$ cat src/rtl/ahp_pkg.sv
package ahp_pkg;

	// Default bound on the dimension count
	localparam int MAX_DIMS_DEFAULT = 8;

	// Fixed header layout
	localparam logic [7:0] ARR_BASE    = 8'h90;
	localparam int         HDR_ENTRIES = 5;
	localparam logic [7:0] TOP_MARKER  = ARR_BASE + 8'(HDR_ENTRIES);
	localparam logic [7:0] TAG_I64     = 8'hd3;
	localparam logic [7:0] TAG_I32     = 8'hd2;
	localparam logic [3:0] LEN_I64     = 4'd8;
	localparam logic [3:0] LEN_I32     = 4'd4;

	typedef enum logic [3:0] {
		PH_TOP        = 4'd0,
		PH_VERSION    = 4'd1,
		PH_NDIM       = 4'd2,
		PH_SHAPE_ARR  = 4'd3,
		PH_SHAPE_TAG  = 4'd4,
		PH_SHAPE_DATA = 4'd5,
		PH_PART_ARR   = 4'd6,
		PH_PART_TAG   = 4'd7,
		PH_PART_DATA  = 4'd8,
		PH_BLOCK_ARR  = 4'd9,
		PH_BLOCK_TAG  = 4'd10,
		PH_BLOCK_DATA = 4'd11,
		PH_DONE       = 4'd12
	} phase_t;

	typedef enum logic [1:0] {
		KIND_SHAPE = 2'd0,
		KIND_PART  = 2'd1,
		KIND_DONE  = 2'd2,
		KIND_ERR   = 2'd3
	} kind_t;

	typedef enum logic [2:0] {
		ERR_NONE      = 3'd0,
		ERR_TOP       = 3'd1,
		ERR_VERSION   = 3'd2,
		ERR_NDIM      = 3'd3,
		ERR_ARR       = 3'd4,
		ERR_TAG       = 3'd5,
		ERR_SHORT     = 3'd6,
		ERR_LONG      = 3'd7
	} err_t;

	typedef struct packed {
		kind_t       kind;
		logic [2:0]  dim_index;
		logic [63:0] value;
		err_t        error_code;
	} result_t;

endpackage

$ cat src/rtl/ahp_in_reg.sv
module ahp_in_reg (
	input  logic       clk,
	input  logic       arst_n,
	input  logic       byte_valid,
	output logic       byte_ready,
	input  logic [7:0] data_byte,
	input  logic       last_byte,
	input  logic       advance,
	output logic       valid_s1,
	output logic [7:0] byte_s1,
	output logic       last_s1
);

	// Take a new beat whenever the held one leaves or none is held
	assign byte_ready = !valid_s1 || advance;

	// Hold the valid flag
	always_ff @(posedge clk or negedge arst_n) begin
		if (!arst_n) begin
			valid_s1 <= 1'b0;
		end else if (byte_ready) begin
			valid_s1 <= byte_valid;
		end
	end

	// Capture the payload on acceptance
	always_ff @(posedge clk) begin
		if (byte_valid && byte_ready) begin
			byte_s1 <= data_byte;
			last_s1 <= last_byte;
		end
	end

endmodule

$ cat src/rtl/ahp_parser.sv
module ahp_parser #(
	parameter int MAX_DIMS = ahp_pkg::MAX_DIMS_DEFAULT
) (
	input  logic                 clk,
	input  logic                 arst_n,
	input  logic                 step,
	input  logic [7:0]           byte_in,
	input  logic                 last_in,
	input  logic [6:0]           max_version,
	output logic                 res_valid,
	output ahp_pkg::result_t     res
);

	ahp_pkg::phase_t phase_q, phase_d;
	logic [3:0]      dim_count_q, dim_count_d;
	logic [3:0]      dim_counter_q, dim_counter_d;
	logic [3:0]      byte_counter_q, byte_counter_d;
	logic [63:0]     accum_q, accum_d;
	logic            discard_q, discard_d;

	ahp_pkg::err_t   code;
	logic            have_ext;
	ahp_pkg::kind_t  ext_kind;
	logic [63:0]     ext_val;
	logic [7:0]      marker;
	logic [3:0]      cnt_inc;
	logic [3:0]      bc_inc;
	logic [3:0]      data_len;
	logic            elem_end;
	logic            data_done;
	logic [63:0]     accum_shift;

	assign marker      = ahp_pkg::ARR_BASE + {4'd0, dim_count_q};
	assign cnt_inc     = dim_counter_q + 4'd1;
	assign elem_end    = cnt_inc >= dim_count_q;
	assign bc_inc      = byte_counter_q + 4'd1;
	assign data_len    = (phase_q == ahp_pkg::PH_SHAPE_DATA) ? ahp_pkg::LEN_I64
	                                                         : ahp_pkg::LEN_I32;
	assign data_done   = bc_inc >= data_len;
	assign accum_shift = {accum_q[55:0], byte_in};

	// Check one byte and work out the next parse state
	always_comb begin
		phase_d        = phase_q;
		dim_count_d    = dim_count_q;
		dim_counter_d  = dim_counter_q;
		byte_counter_d = byte_counter_q;
		accum_d        = accum_q;
		discard_d      = discard_q;
		code           = ahp_pkg::ERR_NONE;
		have_ext       = 1'b0;
		ext_kind       = ahp_pkg::KIND_SHAPE;
		ext_val        = accum_shift;
		res_valid      = 1'b0;
		res.kind       = ahp_pkg::KIND_ERR;
		res.dim_index  = 3'd0;
		res.value      = 64'd0;
		res.error_code = ahp_pkg::ERR_NONE;

		case (phase_q)
			ahp_pkg::PH_TOP: begin
				if (byte_in != ahp_pkg::TOP_MARKER) code = ahp_pkg::ERR_TOP;
				else phase_d = ahp_pkg::PH_VERSION;
			end
			ahp_pkg::PH_VERSION: begin
				if (byte_in > {1'b0, max_version}) code = ahp_pkg::ERR_VERSION;
				else phase_d = ahp_pkg::PH_NDIM;
			end
			ahp_pkg::PH_NDIM: begin
				if (byte_in > 8'(MAX_DIMS)) code = ahp_pkg::ERR_NDIM;
				else begin
					dim_count_d = byte_in[3:0];
					phase_d     = ahp_pkg::PH_SHAPE_ARR;
				end
			end
			ahp_pkg::PH_SHAPE_ARR: begin
				if (byte_in != marker) code = ahp_pkg::ERR_ARR;
				else begin
					dim_counter_d = 4'd0;
					phase_d = (dim_count_q == 4'd0) ? ahp_pkg::PH_PART_ARR
					                                : ahp_pkg::PH_SHAPE_TAG;
				end
			end
			ahp_pkg::PH_PART_ARR: begin
				if (byte_in != marker) code = ahp_pkg::ERR_ARR;
				else begin
					dim_counter_d = 4'd0;
					phase_d = (dim_count_q == 4'd0) ? ahp_pkg::PH_BLOCK_ARR
					                                : ahp_pkg::PH_PART_TAG;
				end
			end
			ahp_pkg::PH_BLOCK_ARR: begin
				if (byte_in != marker) code = ahp_pkg::ERR_ARR;
				else begin
					dim_counter_d = 4'd0;
					phase_d = (dim_count_q == 4'd0) ? ahp_pkg::PH_DONE
					                                : ahp_pkg::PH_BLOCK_TAG;
				end
			end
			ahp_pkg::PH_SHAPE_TAG: begin
				if (byte_in != ahp_pkg::TAG_I64) code = ahp_pkg::ERR_TAG;
				else begin
					byte_counter_d = 4'd0;
					phase_d        = ahp_pkg::PH_SHAPE_DATA;
				end
			end
			ahp_pkg::PH_PART_TAG: begin
				if (byte_in != ahp_pkg::TAG_I32) code = ahp_pkg::ERR_TAG;
				else begin
					byte_counter_d = 4'd0;
					phase_d        = ahp_pkg::PH_PART_DATA;
				end
			end
			ahp_pkg::PH_BLOCK_TAG: begin
				if (byte_in != ahp_pkg::TAG_I32) code = ahp_pkg::ERR_TAG;
				else begin
					byte_counter_d = 4'd0;
					phase_d        = ahp_pkg::PH_BLOCK_DATA;
				end
			end
			ahp_pkg::PH_SHAPE_DATA: begin
				accum_d        = accum_shift;
				byte_counter_d = data_done ? 4'd0 : bc_inc;
				if (data_done) begin
					have_ext      = 1'b1;
					ext_kind      = ahp_pkg::KIND_SHAPE;
					ext_val       = accum_shift;
					dim_counter_d = cnt_inc;
					phase_d = elem_end ? ahp_pkg::PH_PART_ARR : ahp_pkg::PH_SHAPE_TAG;
				end
			end
			ahp_pkg::PH_PART_DATA: begin
				accum_d        = accum_shift;
				byte_counter_d = data_done ? 4'd0 : bc_inc;
				if (data_done) begin
					have_ext      = 1'b1;
					ext_kind      = ahp_pkg::KIND_PART;
					ext_val       = {32'd0, accum_shift[31:0]};
					dim_counter_d = cnt_inc;
					phase_d = elem_end ? ahp_pkg::PH_BLOCK_ARR : ahp_pkg::PH_PART_TAG;
				end
			end
			ahp_pkg::PH_BLOCK_DATA: begin
				accum_d        = accum_shift;
				byte_counter_d = data_done ? 4'd0 : bc_inc;
				if (data_done) begin
					dim_counter_d = cnt_inc;
					phase_d = elem_end ? ahp_pkg::PH_DONE : ahp_pkg::PH_BLOCK_TAG;
				end
			end
			default: begin
				code = ahp_pkg::ERR_LONG;
			end
		endcase

		// Pick the result: error first, then end of message, then extent
		if (code != ahp_pkg::ERR_NONE) begin
			res_valid      = 1'b1;
			res.error_code = code;
		end else if (last_in) begin
			res_valid = 1'b1;
			if (phase_d == ahp_pkg::PH_DONE) begin
				res.kind  = ahp_pkg::KIND_DONE;
				res.value = {60'd0, dim_count_d};
			end else begin
				res.error_code = ahp_pkg::ERR_SHORT;
			end
		end else if (have_ext) begin
			res_valid     = 1'b1;
			res.kind      = ext_kind;
			res.dim_index = dim_counter_q[2:0];
			res.value     = ext_val;
		end

		// Restart on the last beat, drop the rest after an error
		if (code != ahp_pkg::ERR_NONE && !last_in) begin
			discard_d = 1'b1;
		end
		if (last_in) begin
			phase_d        = ahp_pkg::PH_TOP;
			dim_count_d    = 4'd0;
			dim_counter_d  = 4'd0;
			byte_counter_d = 4'd0;
			discard_d      = 1'b0;
		end

		// Dropped beats touch nothing but the discard flag, save that the last one restarts the parse
		if (discard_q) begin
			res_valid      = 1'b0;
			phase_d        = last_in ? ahp_pkg::PH_TOP : phase_q;
			dim_count_d    = last_in ? 4'd0 : dim_count_q;
			dim_counter_d  = last_in ? 4'd0 : dim_counter_q;
			byte_counter_d = last_in ? 4'd0 : byte_counter_q;
			accum_d        = accum_q;
			discard_d      = !last_in;
		end

		if (!step) begin
			res_valid = 1'b0;
		end
	end

	// Advance the parse state once per beat
	always_ff @(posedge clk or negedge arst_n) begin
		if (!arst_n) begin
			phase_q        <= ahp_pkg::PH_TOP;
			dim_count_q    <= 4'd0;
			dim_counter_q  <= 4'd0;
			byte_counter_q <= 4'd0;
			discard_q      <= 1'b0;
		end else if (step) begin
			phase_q        <= phase_d;
			dim_count_q    <= dim_count_d;
			dim_counter_q  <= dim_counter_d;
			byte_counter_q <= byte_counter_d;
			discard_q      <= discard_d;
		end
	end

	// Shift register for the extent bytes
	always_ff @(posedge clk) begin
		if (step) begin
			accum_q <= accum_d;
		end
	end

`ifndef SYNTH
	a_err_payload: assert property (@(posedge clk) disable iff (!arst_n)
		res_valid && res.kind == ahp_pkg::KIND_ERR |->
			res.value == 64'd0 && res.error_code != ahp_pkg::ERR_NONE)
		else $error("error beat with stray payload");

	a_code_only_on_err: assert property (@(posedge clk) disable iff (!arst_n)
		res_valid && res.kind != ahp_pkg::KIND_ERR |-> res.error_code == ahp_pkg::ERR_NONE)
		else $error("error code on a non-error beat");

	a_last_restarts: assert property (@(posedge clk) disable iff (!arst_n)
		step && last_in |=> phase_q == ahp_pkg::PH_TOP && !discard_q)
		else $error("parser did not restart after the last beat");

	a_counter_bound: assert property (@(posedge clk) disable iff (!arst_n)
		(phase_q == ahp_pkg::PH_SHAPE_TAG || phase_q == ahp_pkg::PH_SHAPE_DATA ||
		 phase_q == ahp_pkg::PH_PART_TAG || phase_q == ahp_pkg::PH_PART_DATA ||
		 phase_q == ahp_pkg::PH_BLOCK_TAG || phase_q == ahp_pkg::PH_BLOCK_DATA)
		|-> dim_counter_q < dim_count_q)
		else $error("element counter ran past the dimension count");

	a_silent_discard: assert property (@(posedge clk) disable iff (!arst_n)
		discard_q |-> !res_valid)
		else $error("result emitted while discarding");
`endif

endmodule

$ cat src/rtl/array_header_parser.sv
// Datapath: a byte accepted into the input register is parsed and its result is captured in the result register.
// Throughput: one byte per cycle while result_ready is high; the parse state
// register is updated once per byte, so bytes never wait on each other.
// Reset: arst_n clears the parser to expect the top array marker, max_version to 0,
// and empties the input and result registers.
module array_header_parser #(
	parameter int MAX_DIMS = ahp_pkg::MAX_DIMS_DEFAULT
) (
	input  logic               clk,
	input  logic               arst_n,
	input  logic               cfg_we,
	input  logic [6:0]         cfg_wdata,
	input  logic               byte_valid,
	output logic               byte_ready,
	input  logic [7:0]         data_byte,
	input  logic               last_byte,
	output logic               result_valid,
	input  logic               result_ready,
	output logic [1:0]         kind,
	output logic [2:0]         dim_index,
	output logic signed [63:0] value,
	output logic [2:0]         error_code
);

	logic             valid_s1;
	logic [7:0]       byte_s1;
	logic             last_s1;
	logic             advance;
	logic             res_valid;
	ahp_pkg::result_t res;
	ahp_pkg::result_t res_q;
	logic             out_valid_q;
	logic [6:0]       max_version_q;

	// Hold the configured version limit
	always_ff @(posedge clk or negedge arst_n) begin
		if (!arst_n) begin
			max_version_q <= 7'd0;
		end else if (cfg_we) begin
			max_version_q <= cfg_wdata;
		end
	end

	// Parse a held beat once the result slot is free
	assign advance = valid_s1 && (!out_valid_q || result_ready);

	ahp_in_reg u_in_reg (
		.clk        (clk),
		.arst_n     (arst_n),
		.byte_valid (byte_valid),
		.byte_ready (byte_ready),
		.data_byte  (data_byte),
		.last_byte  (last_byte),
		.advance    (advance),
		.valid_s1   (valid_s1),
		.byte_s1    (byte_s1),
		.last_s1    (last_s1)
	);

	ahp_parser #(
		.MAX_DIMS (MAX_DIMS)
	) u_parser (
		.clk         (clk),
		.arst_n      (arst_n),
		.step        (advance),
		.byte_in     (byte_s1),
		.last_in     (last_s1),
		.max_version (max_version_q),
		.res_valid   (res_valid),
		.res         (res)
	);

	// Result register: refill when empty or taken
	always_ff @(posedge clk or negedge arst_n) begin
		if (!arst_n) begin
			out_valid_q <= 1'b0;
		end else if (result_ready || !out_valid_q) begin
			out_valid_q <= advance && res_valid;
		end
	end

	always_ff @(posedge clk) begin
		if (advance && res_valid) begin
			res_q <= res;
		end
	end

	assign result_valid = out_valid_q;
	assign kind         = res_q.kind;
	assign dim_index    = res_q.dim_index;
	assign value        = res_q.value;
	assign error_code   = res_q.error_code;

endmodule
$ cat config.mk
export PLATFORM = sky130hd
export DESIGN_NAME = array_header_parser
export DESIGN_NICKNAME = d
export VERILOG_FILES = /design/src/rtl/ahp_pkg.sv /design/src/rtl/ahp_in_reg.sv /design/src/rtl/ahp_parser.sv /design/src/rtl/array_header_parser.sv
export SDC_FILE = /design/constraint.sdc
export NUM_CORES = 1
export LEC_CHECK = 0
export BUFFER_PORTS_ARGS = -buffer_cell sky130_fd_sc_hd__buf_2
export CORE_AREA = 2 2 132 102
export CTS_CLUSTER_DIAMETER = 30
export DETAILED_ROUTE_END_ITERATION = 16
export DIE_AREA = 0 0 134 104
export PLACE_DENSITY = 0.78
export SKIP_CTS_REPAIR_TIMING = 1
export SLEW_MARGIN = 10
export SYNTH_ARGS = -nofsm -noshare
export SYNTH_HDL_FRONTEND = slang
export SYNTH_HIERARCHICAL = 1
export SYNTH_SLANG_ARGS = --single-unit
$ cat constraint.sdc
create_clock -name clk -period 8 [get_ports clk]
set_input_delay 0.4 -clock clk [delete_from_list [all_inputs] [get_ports clk]]
set_output_delay 0.4 -clock clk [all_outputs]
set_load 0.05 [all_outputs]
==> reports/results.tsv <==
metric	value	unit
H-tree depth	4	
clock-pin slew on the worst setup and hold paths	0.07	ns
Setup crit end kind	flip-flop	
Routed Antenna Nets	0	
HP Class	input pin to async pin	
post-synthesis sequential area ratio	0.6792	
P&R area growth vs syn	17.21	%
final hold vios	0	
clk sinks	163	
WP data required	8.04	ns
maximum single-stage delay on the critical path	0.74	ns
Synthesis Warnings	6	
Net Count, Synth	532	
vias	4419	
RSZ-0062 raised after global routing	false	
clock buffer count from CTS	17	
WL/cell	18.88	um
Final Max Tran Viols	0	
FF-to-FF path depth	10	
Sw Pwr	639.6	uW
Starting DRT DRC Count	422	
Fin Hold WS	0.003279	ns
First-pass DRT Iterations	7	
Net Sw Frac	0.2906	
gr usage total	0.2189	
period utilisation layout	0.5020	
Crit path buffers/inverters	1	
Worst path depth	10	
unique cell type count in the Yosys netlist	64	
Remaining DRCs	0	
synthesized cell area	7015	um2
part of the power in registers	0.466	
Relative slew margins	0.2511	
top cells by area, synth	edfxtp_1, dfrtp_1, and2_1	
antenna violations before repair	0	
Worst Tran Pin Value	1.122	ns
Ports	95	
clock power share	0.379	
Worst Path Max Fanout	72	
Clock Latency Late Sink	0.42	ns
final setup fails	0	
Initial Util	0.5543	
critical path's slowest cell	dfrtp_1	
Worst Path Arrival	4.06	ns
Placed Cells	742	
Non-Filler Instances	774	
fin util	0.6497	
Fin Clk Skew	0.005883	ns
share of layout cells above drive strength 1	0.2488	
top-count cell post-synth	edfxtp_1	
Die Y	104	um
first-pass GRT wire length	23.08	mm
largest net degree at the start of global routing	73	
DP Wirelength	9.718	mm
Synth Flop Type	edfxtp_1	
number of global-route vias before repair	4255	
Post-synth top cells	edfxtp_1, and2_1, nand2_1	
Rows	36	
Yosys reg bits	163	
clk buf depth	2	
crit path kind	flip-flop to flip-flop	
CP Cell Sequence	nor2b_1 -> nand2_1 -> ha_1 -> a21bo_2 -> a21oi_1 -> or3_1 -> a21oi_1 -> nand2_1 -> nor2b_4 -> buf_4	
minimum clock period	4.016	ns
final net count	626	
GR Overflow Total	0	
max cap viols	0	
Vias/cell	5.709	
post-synth top area share	0.5864	
Post-synth EDFFs	137	
ys async rst share	0.1595	
Max Freq	249.0	MHz
die width	134	um
core area	12660	um2
Power Dens Cells	267.7	nW/um2
number of buffers added on ports	94	
die area	13940	um2
crit-path leading delay family	simple AND/OR/NAND/NOR gates	
RD Place Congestion	0.8767	
Synth Area per Inst	14.14	um2
Leak Pwr	0.003165	uW
CTS tree	yes	
Post-Route WL	14.61	mm
status	complete, no violations	
post-synth top area cell	edfxtp_1	
Setup TNS Final	0	ns
Comb pwr share	0.155	
CTS root buf	clkbuf_16	
Max IR drop VDD	0.1922	mV
cell count after synthesis	496	
diodes inserted	0	
internal power	1562	uW
Worst Setup Start Kind	flip-flop	
==> metal layers <==
metal | GRT usage | share of wire
met1 | 0.3202 | 0.45
met2 | 0.3183 | 0.45
met3 | 0.07018 | 0.078
met4 | 0.05927 | 0.014
met5 | 0 | 0
==> power groups by stage <==
stage               Combinational [uW]  Sequential (uW)  Clock (uW)
finish                             340             1030         834
global route                       360             1030         880
CTS                                340             1030         845
detailed placement                 337             1040           0
global placement                   332             1040           0
floorplan                          126             1170           0
==> metrics by stage <==
stage / worst slack, ns / area [um2] / power (uW)
floorplan: 2.234 / 7015 / 1292
global placement: 4.172 / 7616 / 1373
detailed placement: 4.091 / 7616 / 1380
CTS: 4.058 / 8223 / 2212
global route: 3.639 / 8223 / 2272
finish: 3.984 / 8223 / 2201
==> placed cells by master (no fill, tap or decap), types with 4 or more instances in the layout <==
master and count:
a22o_1 4, nand2b_1 6, mux2_4 7, nor4_1 4, o21ai_0 12, a21oi_1 8, nand3_1 8, a31oi_1 4
xnor2_1 4, or3_1 4, clkbuf_16 17, a22oi_1 9, dfrtp_1 26, o21a_1 4, and2_1 67, xor2_1 7
nor2_1 20, inv_1 18, ha_1 15, nand2_1 28, edfxtp_1 137, o211ai_1 6, mux2i_1 4, buf_2 94
nor3_1 5, o22ai_1 4, nor2b_1 8, nand4_1 6
==> layout make-up <==
class | count | area [um2]
Timing Repair Buffer | 97 | 493.0
Inverter | 18 | 67.56
Fill cell | 941 | 4434
Sequential cell | 163 | 4765
Clock inverter | 14 | 177.7
Tap cell | 171 | 214.0
Clock buffer | 18 | 429.2
Multi-Input combinational cell | 293 | 2077
==> state kept, by name (all words and copies together) (netlist names) <==
name	cells
u_parser/dim_count_q	4
u_parser/accum_q	56
u_in_reg/last_s1	1
u_in_reg/byte_s1	8
u_parser/dim_counter_q	4
u_parser/discard_q	1
error_code	3
result_valid	1
u_parser/phase_q	4
u_parser/byte_counter_q	4
kind	2
value	64
u_in_reg/valid_s1	1
dim_index	3
max_version_q	7
==> final timing paths <==
path | startpoint | slack, ns | to
hold reg to reg | u_parser/accum_q[40]$_DFFE_PP_ | 0.44 | u_parser/accum_q[48]$_DFFE_PP_
setup reg to reg | u_parser/phase_q[2]$_DFFE_PN0P_ | 3.98 | value[11]$_DFFE_PP_
min in group clk | last_byte | 0.15 | u_in_reg/last_s1$_DFFE_PP_
setup / recovery | u_parser/phase_q[2]$_DFFE_PN0P_ | 3.98 | value[11]$_DFFE_PP_
max in group asynchronous | arst_n | 7.56 | max_version_q[5]$_DFFE_PN0P_
hold / removal | arst_n | 0.003 | u_parser/dim_counter_q[2]$_DFFE_PN0P_
==> kinds of logic (layout without fill, tap and decap cells) <==
group                    count (synthesis)  count (layout)  share of synthesized area
flip-flops                             163             163                     0.6792
XOR/XNOR                                11              11                    0.01373
AND/OR/NAND/NOR                        173             173                     0.1432
buffers and inverters                   40             147                    0.02729
adder cells (fa/ha/maj)                 15              15                    0.02675
AO/OA/AOI/OAI                           82              82                    0.08757
multiplexers                            12              12                    0.02229
Power figures use the tool's default switching activity.
